## config.mk

```make
export PLATFORM = sky130hd
export DESIGN_NAME = interval_timer_rate_generator_unit
export DESIGN_NICKNAME = d
export VERILOG_FILES = /design/src/hdl/itrg_pkg.sv /design/src/hdl/itrg_core.sv /design/src/hdl/interval_timer_rate_generator_unit.sv
export VERILOG_INCLUDE_DIRS = /design/src /design/src/hdl
export SDC_FILE = /design/constraint.sdc
export NUM_CORES = 1
export LEC_CHECK = 0
export BUFFER_PORTS_ARGS = -buffer_cell sky130_fd_sc_hd__buf_2
export CAP_MARGIN = 20
export CORE_AREA = 4 4 95 97
export DETAILED_ROUTE_END_ITERATION = 10
export DIE_AREA = 0 0 99 101
export GPL_TIMING_DRIVEN = 0
export PLACE_DENSITY = 0.64
export SYNTH_ARGS = -nofsm -noshare
export SYNTH_HDL_FRONTEND = slang
export SYNTH_SLANG_ARGS = --single-unit
```

## constraint.sdc

```tcl
create_clock -name clk -period 5.6 [get_ports clk]
set_input_delay 1.12 -clock clk [delete_from_list [all_inputs] [get_ports clk]]
set_output_delay 1.12 -clock clk [all_outputs]
set_load 0.05 [all_outputs]
```

## src/hdl/interval_timer_rate_generator_unit_assert.svh

```systemverilog
// ---------------------------------------------------------------------------
// interval timer rate generator assertion macros
// shared concurrent assertion forms, clocked on clk, held off in reset
// ---------------------------------------------------------------------------
`ifndef INTERVAL_TIMER_RATE_GENERATOR_UNIT_ASSERT_SVH
`define INTERVAL_TIMER_RATE_GENERATOR_UNIT_ASSERT_SVH

// same-cycle implication
`define ITRG_ASSERT_SAME(lbl, ante, cons) \
  lbl: assert property (@(posedge clk) disable iff (!rst_n) (ante) |-> (cons)) \
    else $error("itrg assertion failed");

// next-cycle implication
`define ITRG_ASSERT_NEXT(lbl, ante, cons) \
  lbl: assert property (@(posedge clk) disable iff (!rst_n) (ante) |=> (cons)) \
    else $error("itrg assertion failed");

`endif

```

## src/hdl/itrg_pkg.sv

```systemverilog
// ---------------------------------------------------------------------------
// itrg_pkg
// word types and codes of the interval timer rate generator
// ---------------------------------------------------------------------------
package itrg_pkg;

  typedef struct packed {
    logic [1:0] op;
    logic [1:0] port;
    logic [7:0] wdata;
  } in_word_t;

  typedef struct packed {
    logic [7:0] rdata;
    logic       irq;
  } out_word_t;

  // operation codes
  localparam logic [1:0] OP_TICK  = 2'd0;
  localparam logic [1:0] OP_WRITE = 2'd1;
  localparam logic [1:0] OP_READ  = 2'd2;

  // register offsets
  localparam logic [1:0] PORT_DATA = 2'd0;
  localparam logic [1:0] PORT_CMD  = 2'd3;

  // command fields
  localparam logic [1:0] SEL_CTR0  = 2'b00;
  localparam logic [1:0] ACC_LATCH = 2'b00;

endpackage

```

## src/hdl/itrg_core.sv

```systemverilog
// ---------------------------------------------------------------------------
// itrg_core
// counter zero state and per-word update logic, mode 2 rate generator
// ---------------------------------------------------------------------------
module itrg_core #(
  parameter int COUNT_BITS = 16
) (
  input  logic               clk,
  input  logic               rst_n,
  input  logic               fire,
  input  itrg_pkg::in_word_t item,
  output itrg_pkg::out_word_t res
);

  logic [COUNT_BITS-1:0] count_r, count_nxt;
  logic [COUNT_BITS-1:0] reload_r, reload_nxt;
  logic [COUNT_BITS-1:0] latch_r, latch_nxt;
  logic                  held_r, held_nxt;
  logic                  wr_hi_r, wr_hi_nxt;
  logic                  rd_hi_r, rd_hi_nxt;
  logic                  armed_r, armed_nxt;
  logic                  load_r, load_nxt;

  logic [31:0] reload_w;
  logic [31:0] src_w;
  logic [31:0] lo_w;
  logic [31:0] hi_w;
  logic        is_mode;

  assign reload_w = 32'(reload_r);
  assign src_w    = held_r ? 32'(latch_r) : 32'(count_r);
  assign lo_w     = {reload_w[31:8], item.wdata};
  assign hi_w     = {16'b0, item.wdata, reload_w[7:0]};
  assign is_mode  = (item.op == itrg_pkg::OP_WRITE) && (item.port == itrg_pkg::PORT_CMD) &&
                    (item.wdata[7:6] == itrg_pkg::SEL_CTR0) &&
                    (item.wdata[5:4] != itrg_pkg::ACC_LATCH);

  always_comb begin
    count_nxt  = count_r;
    reload_nxt = reload_r;
    latch_nxt  = latch_r;
    held_nxt   = held_r;
    wr_hi_nxt  = wr_hi_r;
    rd_hi_nxt  = rd_hi_r;
    armed_nxt  = armed_r;
    load_nxt   = load_r;
    res        = '0;
    unique case (item.op)
      itrg_pkg::OP_TICK: begin
        if (armed_r) begin
          if (load_r) begin
            count_nxt = reload_r;
            load_nxt  = 1'b0;
          end else if (count_r == COUNT_BITS'(1)) begin
            count_nxt = reload_r;
            res.irq   = 1'b1;
          end else begin
            count_nxt = count_r - COUNT_BITS'(1);
          end
        end
      end
      itrg_pkg::OP_WRITE: begin
        if (item.port == itrg_pkg::PORT_CMD) begin
          if (item.wdata[7:6] == itrg_pkg::SEL_CTR0) begin
            if (item.wdata[5:4] == itrg_pkg::ACC_LATCH) begin
              if (!held_r) begin
                latch_nxt = count_r;
                held_nxt  = 1'b1;
              end
            end else begin
              armed_nxt = 1'b0;
              load_nxt  = 1'b0;
              held_nxt  = 1'b0;
              wr_hi_nxt = 1'b0;
              rd_hi_nxt = 1'b0;
            end
          end
        end else if (item.port == itrg_pkg::PORT_DATA) begin
          if (!wr_hi_r) begin
            reload_nxt = lo_w[COUNT_BITS-1:0];
            wr_hi_nxt  = 1'b1;
          end else begin
            reload_nxt = hi_w[COUNT_BITS-1:0];
            wr_hi_nxt  = 1'b0;
            if (!armed_r) begin
              armed_nxt = 1'b1;
              load_nxt  = 1'b1;
            end
          end
        end
      end
      itrg_pkg::OP_READ: begin
        if (item.port == itrg_pkg::PORT_DATA) begin
          if (!rd_hi_r) begin
            res.rdata = src_w[7:0];
            rd_hi_nxt = 1'b1;
          end else begin
            res.rdata = src_w[15:8];
            rd_hi_nxt = 1'b0;
            held_nxt  = 1'b0;
          end
        end
      end
      default: begin
        // unused op code: no change
      end
    endcase
  end

  always_ff @(posedge clk) begin
    if (!rst_n) begin
      count_r  <= '0;
      reload_r <= '0;
      latch_r  <= '0;
      held_r   <= 1'b0;
      wr_hi_r  <= 1'b0;
      rd_hi_r  <= 1'b0;
      armed_r  <= 1'b0;
      load_r   <= 1'b0;
    end else if (fire) begin
      count_r  <= count_nxt;
      reload_r <= reload_nxt;
      latch_r  <= latch_nxt;
      held_r   <= held_nxt;
      wr_hi_r  <= wr_hi_nxt;
      rd_hi_r  <= rd_hi_nxt;
      armed_r  <= armed_nxt;
      load_r   <= load_nxt;
    end
  end

`include "interval_timer_rate_generator_unit_assert.svh"

  `ITRG_ASSERT_NEXT(a_mode_disarms, fire && is_mode, !armed_r && !load_r && !held_r)
  `ITRG_ASSERT_NEXT(a_irq_reloads, fire && res.irq, count_r == $past(reload_r))
  `ITRG_ASSERT_NEXT(a_idle_tick_holds, fire && item.op == itrg_pkg::OP_TICK && !armed_r,
                    $stable(count_r))

endmodule

```

## src/hdl/interval_timer_rate_generator_unit.sv

```systemverilog
// ---------------------------------------------------------------------------
// interval_timer_rate_generator_unit
// counter zero of an interval timer, rate generator mode, one word per cycle
// ---------------------------------------------------------------------------
// usage:
//   in_word carries one item per word: a clock tick, a bus write (count byte
//   or command) or a bus read. out_word returns exactly one word per input
//   word, in order: rdata for a read of counter zero, irq on the tick where
//   the count reaches terminal count and reloads, zero otherwise.
// path: an accepted word sits in the input register, is applied to the
//   counter state and lands in the result register behind out_valid.
// throughput: 1 word per cycle while out_ready is high; the counter update
//   is a short decrement, compare and byte select between the two registers.
// stall: when out_ready is low the result register holds, the input
//   register holds its word, and in_ready drops once both are full; in_ready
//   follows out_ready combinationally so no cycle is lost on release.
// reset: rst_n low empties both registers and clears all counter state; the
//   counter comes up disarmed with count and reload at zero.
// ---------------------------------------------------------------------------
module interval_timer_rate_generator_unit #(
  parameter int COUNT_BITS = 16
) (
  input  logic                clk,
  input  logic                rst_n,
  input  logic                in_valid,
  output logic                in_ready,
  input  itrg_pkg::in_word_t  in_word,
  output logic                out_valid,
  input  logic                out_ready,
  output itrg_pkg::out_word_t out_word
);

  // input register
  logic               s1_valid_r, s1_valid_nxt;
  itrg_pkg::in_word_t s1_word_r;

  // result register
  logic                out_valid_r, out_valid_nxt;
  itrg_pkg::out_word_t out_word_r;

  // core result for the word in the input register
  itrg_pkg::out_word_t core_res;

  logic advance;
  logic in_fire;

  // the input word moves on whenever the result register is free or draining
  assign advance  = s1_valid_r && (!out_valid_r || out_ready);
  assign in_ready = !s1_valid_r || advance;
  assign in_fire  = in_valid && in_ready;

  always_comb begin
    s1_valid_nxt  = s1_valid_r;
    out_valid_nxt = out_valid_r;
    if (in_fire) begin
      s1_valid_nxt = 1'b1;
    end else if (advance) begin
      s1_valid_nxt = 1'b0;
    end
    if (advance) begin
      out_valid_nxt = 1'b1;
    end else if (out_ready) begin
      out_valid_nxt = 1'b0;
    end
  end

  always_ff @(posedge clk) begin
    if (!rst_n) begin
      s1_valid_r  <= 1'b0;
      out_valid_r <= 1'b0;
    end else begin
      s1_valid_r  <= s1_valid_nxt;
      out_valid_r <= out_valid_nxt;
    end
  end

  // payload registers, no reset needed
  always_ff @(posedge clk) begin
    if (in_fire) begin
      s1_word_r <= in_word;
    end
    if (advance) begin
      out_word_r <= core_res;
    end
  end

  // counter state commits exactly when its result enters the result register
  itrg_core #(
    .COUNT_BITS(COUNT_BITS)
  ) u_core (
    .clk   (clk),
    .rst_n (rst_n),
    .fire  (advance),
    .item  (s1_word_r),
    .res   (core_res)
  );

  assign out_valid = out_valid_r;
  assign out_word  = out_word_r;

`include "interval_timer_rate_generator_unit_assert.svh"

  // every accepted word reaches the input register
  `ITRG_ASSERT_NEXT(a_in_lands, in_fire, s1_valid_r)
  // a word leaving the input register always shows up as a result
  `ITRG_ASSERT_NEXT(a_out_lands, advance, out_valid_r)
  // irq never comes back for anything but a tick
  `ITRG_ASSERT_SAME(a_irq_tick_only, advance && core_res.irq,
                    s1_word_r.op == itrg_pkg::OP_TICK)

endmodule

```

# --- Word level (Yosys, flattened, before mapping) ---
# Cells that the tools add are included.
word_totals:
  ramBits: 0
  out_inout_bits: 11
  register_bits: 76
  mem_count: 0
  rom_bits: 0
  latchBits: 0
classes:
  shifts: 0
  add_sub_neg: 1
  n_bitwise: 5
  muxes: 33
  div: 0
  multipliers: 0
  eq_ne: 17
  magnitude_cmp: 0
  reduce_logical: 27
op_table:
  columns: ["cell", "count"]
  rows:
  - ["16-bit 2-to-1 mux", 3]
  - ["1-bit 2-to-1 mux", 26]
  - ["6-bit AND reduction", 4]
  - ["16-bit by 1-bit equality test with 1-bit output, second input constant", 1]
  - ["16-bit by 1-bit subtractor with 16-bit output, second input constant", 1]
  - ["5-bit AND reduction", 3]
  - ["3-bit inequality test, second input constant", 4]
  - ["2-bit nonzero test", 6]
  - ["2-bit inequality test, second input constant", 5]
  - ["2-bit zero test", 4]
  - ["8-bit 2-to-1 mux", 1]
  - ["8-bit AND reduction", 1]
  - ["2-bit by 1-bit inequality test with 1-bit output, second input constant", 3]
  - ["1-bit case mux with 2 select lines", 3]
  - ["1-bit NOT", 5]
  - ["2-bit equality test, second input constant", 2]
  - ["3-bit by 2-bit inequality test with 1-bit output, second input constant", 1]
  - ["3-bit AND reduction", 1]
  - ["3-bit OR reduction", 1]
  - ["2-bit by 1-bit equality test with 1-bit output, second input constant", 1]
  - ["1-bit logical AND", 2]
  - ["1-bit zero test", 2]
  - ["1-bit logical OR", 2]
  - ["2-bit AND reduction", 1]

# --- Depth between registers and ports, before layout ---
# Gate-level depths: netlist of the first run.
logic_depth:
  ltp_word: 6
  depth_mapped: 8
  ltp_nobuf: 6

# --- Cells and area by module ---
# Synthesis of the first run repeated with hierarchy kept, for this count alone.
unflattened:
  hier_cells: 343
  hier_area_um2: 3560.9
by_module_without_submodules:
  columns: ["module", "cells_per_inst", "area_per_inst_um2", "seq_area_each_um2", "n_inst"]
  rows:
  - ["itrg_core", 313, 2826.5, 1061.0, 1]
  - ["interval_timer_rate_generator_unit", 30, 734.5, 670.6, 1]

# --- Worst setup path after synthesis of the first run ---
# Ideal clock, no wire load.
synth_timing:
  path_type: "in2out"
  startpoint: "input out_ready"
  endpoint: "output in_ready"
  t_required_ps: 4480
  arrival_time_ps: 1777
  cell_stages: 3
  path_buffers: 1
  slack_ps: 2703
  cell_sequence: "nor2b_1 > clkbuf_1 > nand2_1"
synth_between:
  elab_chain_cells: 3
synth_lines:
  columns: ["item", "line_no", "text"]
  rows:
  - ["start, declared", "interval_timer_rate_generator_unit.sv:29", "input logic out_ready,"]
  - ["1-bit logical OR", "interval_timer_rate_generator_unit.sv:48", "assign advance = s1_valid_r && (!out_valid_r || out_ready);"]
  - ["1-bit logical AND", "interval_timer_rate_generator_unit.sv:48", null]
  - ["1-bit logical OR", "interval_timer_rate_generator_unit.sv:49", "assign in_ready = !s1_valid_r || advance;"]
  - ["end, declared", "interval_timer_rate_generator_unit.sv:26", "output logic in_ready,"]
# Every way passes these cells.

# --- Worst setup path after layout of the first run ---
# Same ends and word-level chain as after synthesis.

==> results of run 1 <==
[registers in the layout (all words and copies together), names as in the netlist]
signal and flops:
u_core.rd_hi_r 1, u_core.reload_r 16, u_core.load_r 1, u_core.armed_r 1, u_core.held_r 1, s1_word_r 12, out_word 9, u_core.latch_r 16
out_valid 1, s1_valid_r 1, u_core.wr_hi_r 1, u_core.count_r 16
[per-layer routing]
layer  global-route usage, %  vias to the layer above
met5                       0                        -
met4                   7.563                        0
met3                   4.083                       20
met2                   33.78                      104
met1                   27.68                     1608
li1                        -                     1597
[logic make-up (layout without fill, tap and decap cells)]
logic type	Yosys count	in the layout
AND/OR/NAND/NOR	131	131
adder cells (fa/ha/maj)	7	7
buffers and inverters	53	95
AO/OA/AOI/OAI	117	117
multiplexers	17	17
flip-flops	76	76
[stage by stage]
step           hold slack [ns]  std cells  power [W]
6_report                0.4802        548   0.001016
5_1_grt                 0.4995        548   0.001057
4_1_cts                 0.4781        548   0.001022
3_5_place_dp            0.4666        532  0.0006536
3_3_place_gp            0.4587        532  0.0006525
2_1_floorplan           0.4505        401  0.0006310
[worst max-delay path by stage]
stage                     slack (ns)       end       from  cells after the start
after floorplan                 2.70  in_ready  out_ready                      3
after global placement          2.52  in_ready  out_ready                      5
after detailed placement        2.49  in_ready  out_ready                      5
after CTS                       2.49  in_ready  out_ready                      5
after global routing            2.40  in_ready  out_ready                      5
final                           2.49  in_ready  out_ready                      5
[cell usage in the layout, fill, tap and decap left out, types with 8 or more instances in the layout]
cell	instances
dfxtp_1	55
a21oi_1	43
nand3_1	38
buf_2	35
o21ai_0	34
clkbuf_1	25
edfxtp_1	21
nand2_1	15
inv_1	13
nor3_1	13
nor2_1	12
and3_1	9
clkbuf_8	9
mux4_2	8
mux2i_1	8
[cell type report]
| type | instances | area, µm² |
|---|---|---|
| buffer | 38 | 180.2 |
| clock buffer | 10 | 127.6 |
| clock inverter | 6 | 38.79 |
| fill | 731 | 3871 |
| inverter | 15 | 56.30 |
| multi-input combinational | 272 | 1867 |
| sequential | 76 | 1732 |
| tap | 105 | 131.4 |
| timing repair buffer | 26 | 130.1 |
[critical path, stage by stage]
cell	delay [ns]
buf_2	0.10
nor2b_1	0.11
clkbuf_1	0.33
nand2_1	0.11
buf_2	0.22
[where the power goes]
part	total (W)	switching, W	internal [W]
Sequential	0.000579	0.00000564	0.000573
Clock	0.000375	0.000214	0.000160
Combinational	0.0000621	0.0000461	0.0000160
==> flow_metrics.env, run 1 <==
export IMPL_status="finished clean"
export IMPL_skew_ns=0.01289
export IMPL_port_buffers=26
export IMPL_cts_made_buffers=9
export IMPL_whs_endpoint="u_core.latch_r[1]"
export IMPL_crit_type="primary input to output pin"
export IMPL_synthXorXnorAreaFrac_pct=0
export IMPL_post_synth_cell_area_avg_um2=9.563
export IMPL_max_freq_ghz=0.3214
export IMPL_drt_iter0_markers=296
export IMPL_clkTransAtPathRegs_ns=0.08
export IMPL_p_per_area_nw_per_um2=238.3
export IMPL_synthMostInstantiatedCell="dfxtp_1"
export IMPL_grt_max_degree=14
export IMPL_report_final_slew_viol_count=0
export IMPL_route_detailed_drc=0
export IMPL_wl_per_cell_um=18.21
export IMPL_stdcell_area_um2=4263
export IMPL_grt_ovfl_total=0
export IMPL_synth_compound_area_share_pct=18.34
export IMPL_post_route_util_pct=52.41
export IMPL_ir_drop_uv=188.3
export IMPL_synth_edf_count=21
export IMPL_cts_num_sinks=76
export IMPL_ys_ff_latch=76
export IMPL_cp_start_kind="primary input"
export IMPL_cts_resized_gates=0
export IMPL_synth_top_cell_by_area="dfxtp_1"
export IMPL_dr_wl_met3_um=485
export IMPL_ant_nets=0
export IMPL_top_layer="met4"
export IMPL_synthMuxAreaShare_pct=7.080
export IMPL_p_leak_nw=1.587
export IMPL_synthCells=401
export IMPL_critPathRequiredTime_ns=4.48
export IMPL_synth_area_um2=3835
export IMPL_r2r_cells=7
export IMPL_grt_pass1_wl_um=16420
export IMPL_row_count=33
export IMPL_syn2layout_area_growth_pct=11.16
export IMPL_cts_max_path_buffers=2
export IMPL_drt_met1_wl_um=4510
export IMPL_critPathArrivalTime_ns=1.99
export IMPL_ys_seq_area_share_pct=45.15
export IMPL_maxCapViolations=0
export IMPL_grt_use_total_pct=20.82
export IMPL_synth_common_cells="dfxtp_1 (55), a21oi_1 (43), nand3_1 (38)"
export IMPL_vias_per_cell=6.075
export IMPL_fp_dieH_um=101
export IMPL_place_area_um2=4096
export IMPL_finalCritPeriodShare_pct=55.55
export IMPL_ios=27
export IMPL_synth_top_family_by_area="simple AND/OR/NAND/NOR gates"
export IMPL_synthFlopType="dfxtp_1"
export IMPL_endpoint_kind="output pin"
export IMPL_vias=3329
export IMPL_setup_violations_final=0
export IMPL_period_needed_ns=3.111
export IMPL_wl_um=9980
export IMPL_synth_cell_type_count=60
export IMPL_relSlewSlack_pct=41.36
export IMPL_core_um2=8134
export IMPL_gp_congestion=0.9287
export IMPL_min_delay_start="u_core.latch_r[1]"
export IMPL_drive_above_1_share_pct=17.38
export IMPL_fin_nets=461
export IMPL_dp_hpwl_um=7082
export IMPL_async_flop_share_pct=0
export IMPL_hold_depth=2
export IMPL_cts_tree="done"
export IMPL_yosysTopAreaCellShare_pct=28.71
export IMPL_ctsRootBufferMaster="clkbuf_8"
export IMPL_grt_antenna_before_repair=0
export IMPL_hold_viol=0
export IMPL_worstPathMaxFanout=7
export IMPL_htreeDepth=3
export IMPL_hold_path_class="register to register"
export IMPL_initial_core_util_pct=47.15
export IMPL_finalSetupTns_ns=0
export IMPL_rsz0062_at_grt="no"
export IMPL_rr_startpoint="s1_word_r[11]"
export IMPL_die_w_um=99
export IMPL_firstDrtPassIters=5
export IMPL_rr_endpoint="u_core.latch_r[11]"
export IMPL_synth_net_count=424
export IMPL_r2r_slack_ns=3.26
export IMPL_antenna_cells=0
export IMPL_yosys_area_share_simple_pct=20.98
export IMPL_pre_cts_ws_ns=2.491
export IMPL_grt_pass1_vias=3163
export IMPL_die_area_um2=9999
export IMPL_dr_wl_met2_um=4787
export IMPL_hold_buffers=0
export IMPL_worst_pin_slew_ns=0.8729
export IMPL_synth_area_leaders="dfxtp_1 (29%), edfxtp_1 (16%), a21oi_1 (5.6%), nand3_1 (5.0%), mux4_2 (4.7%)"
export IMPL_worstSkewPairLatency_ns=0.36
export IMPL_post_cts_buffers=0
export IMPL_yosysWarnings=0
export IMPL_synth_fa_ha_area_share_pct=2.284
export IMPL_final_setup_worst_slack_ns=2.489
Power figures use the tool's default switching activity.
==> inputs of run 2 (changes only) <==
PLACE_DENSITY = 0.67   (was 0.64)
clock period = 2.6 ns   (was 5.6 ns; I/O delays follow)
==> run 2 against run 1 <==
Compared with the run above:
- count of clock-buffer cells in the layout up 2
- register-to-register slack worse by 3.0 ns
- die area unchanged
- non-clock buffer count unchanged
- largest power group unchanged
- critical endpoint is now u_core.count_r[14]
- combinational power up 120%
- critical path depth up 2
- core utilization up 0.65 points
- total power up 140%
- first-iteration DRC count down 4.4%
- clock skew down 0.00072 ns
==> flow_metrics.env, run 2 (synthesis gave the netlist of run 1 again) <==
export IMPL_status="finished clean"
export IMPL_rsz0062_at_grt="no"
export IMPL_setup_violations_final=0
export IMPL_fp_dieH_um=101
export IMPL_grt_antenna_before_repair=0
export IMPL_whs_ns=0.3475
export IMPL_drive_above_1_share_pct=17.16
export IMPL_worst_pin_slew_ns=0.8651
export IMPL_p_leak_nw=1.615
export IMPL_r2r_cells=7
export IMPL_relSlewSlack_pct=42.12
export IMPL_core_um2=8134
export IMPL_port_buffers=26
export IMPL_final_cell_mix="dfxtp_1 (55), a21oi_1 (43), nand3_1 (38)"
export IMPL_firstDrtPassIters=7
export IMPL_cts_tree="done"
export IMPL_pre_cts_ws_ns=0.2817
export IMPL_ir_drop_uv=295.8
export IMPL_whs_endpoint="s1_word_r[8]"
export IMPL_finalSetupTns_ns=0
export IMPL_wl_per_cell_um=18.36
export IMPL_path_cells="inv_1, ha_1, nand2_1, nor3_2, clkbuf_1, nand4_1, o211ai_1"
export IMPL_finalCritPeriodShare_pct=89.78
export IMPL_grt_ovfl_total=0
export IMPL_dp_hpwl_um=7092
export IMPL_rr_endpoint="u_core.count_r[14]"
export IMPL_ant_nets=0
export IMPL_skew_ns=0.01217
export IMPL_hold_viol=0
export IMPL_stdcell_area_um2=4315
export IMPL_p_per_area_nw_per_um2=555.1
export IMPL_min_delay_start="in_word[8]"
export IMPL_maxCapViolations=0
export IMPL_final_setup_worst_slack_ns=0.2656
export IMPL_htreeDepth=3
export IMPL_initial_core_util_pct=47.15
export IMPL_post_cts_buffers=0
export IMPL_vias_per_cell=6.173
export IMPL_worstPathMaxFanout=10
export IMPL_final_common_cell="dfxtp_1"
export IMPL_grt_pass1_vias=3211
export IMPL_critPathArrivalTime_ns=2.60
export IMPL_crit_type="register to register"
export IMPL_clkTransAtPathRegs_ns=0.08
export IMPL_wl_um=10060
export IMPL_cts_resized_gates=0
export IMPL_post_route_util_pct=53.05
export IMPL_route_detailed_drc=0
export IMPL_fin_nets=461
export IMPL_cpPeakStageDelay_ns=0.58
export IMPL_die_area_um2=9999
export IMPL_ios=27
export IMPL_endpoint_kind="register"
export IMPL_worstSkewPairLatency_ns=0.35
export IMPL_cpMaxStageDelayCell="nor3_2"
export IMPL_hold_buffers=0
export IMPL_cts_max_path_buffers=2
export IMPL_report_final_slew_viol_count=0
export IMPL_critPathRequiredTime_ns=2.87
export IMPL_ctsRootBufferMaster="clkbuf_8"
export IMPL_rr_startpoint="s1_word_r[10]"
export IMPL_cts_num_sinks=76
export IMPL_max_freq_ghz=0.4284
export IMPL_grt_pass1_wl_um=16280
export IMPL_hold_path_class="primary input to register"
export IMPL_vias=3383
export IMPL_cts_made_buffers=9
export IMPL_cp_start_kind="register"
export IMPL_hold_depth=1
export IMPL_r2r_slack_ns=0.27
export IMPL_antenna_cells=0
export IMPL_die_w_um=99
export IMPL_place_area_um2=4096
export IMPL_period_needed_ns=2.334
export IMPL_grt_max_degree=14
export IMPL_reg_top3="u_core.count_r: 16 flops, u_core.latch_r: 16 flops, u_core.reload_r: 16 flops"
export IMPL_nFillCells=752
export IMPL_row_count=33
export IMPL_grt_use_total_pct=20.62
export IMPL_gp_congestion=0.9195
export IMPL_drt_iter0_markers=283
export IMPL_syn2layout_area_growth_pct=12.53
## run 2: worst max path at each step
stage | from | to | slack, ns
2_1_floorplan | out_valid | s1_word_r[0] | 0.50
3_3_place_gp | out_ready | u_core.count_r[14] | 0.28
3_5_place_dp | out_ready | u_core.count_r[14] | 0.28
4_1_cts | s1_word_r[10] | u_core.count_r[14] | 0.32
5_1_grt | s1_word_r[11] | u_core.latch_r[10] | 0.14
6_report | s1_word_r[10] | u_core.count_r[14] | 0.27
## run 2: worst max-delay path, delay by kind of cell, from the launching register on
family,cells,cell delay [ns]
AND/OR/NAND/NOR,3,0.94
AO/OA/AOI/OAI,1,0.15
buffers and inverters,2,0.53
flip-flops,1,0.40
adder cells (fa/ha/maj),1,0.23
## run 2: power breakdown
| group | switching [W] | internal, W |
|---|---|---|
| Clock | 0.000445 | 0.000569 |
| Sequential | 0.0000124 | 0.00124 |
| Combinational | 0.0000995 | 0.0000345 |
## run 2: layer usage
metal / track usage, % / wire [µm] / vias up
li1: - / - / 1600
met1: 27.51 / 4413 / 1642
met2: 33.01 / 4786 / 118
met3: 3.737 / 625 / 23
met4: 8.613 / 238 / 0
met5: 0 / 0 / -
## run 2: final cells by class
type / count / area [µm²] / area share, %
multi-input cells: 272 / 1867 / 43.26
plain buffers: 38 / 180.2 / 4.175
inverters: 15 / 56.30 / 1.305
clock inverters: 4 / 73.82 / 1.711
well taps: 105 / 131.4 / 3.044
repair buffers: 26 / 130.1 / 3.015
flip-flops and latches: 76 / 1732 / 40.13
clock buffers: 12 / 145.1 / 3.363
## run 2: stage by stage
step | total power [W] | instances
finish | 0.002395 | 548
global route | 0.002481 | 548
CTS | 0.002406 | 548
detailed placement | 0.001407 | 532
global placement | 0.001404 | 532
floorplan | 0.001359 | 401
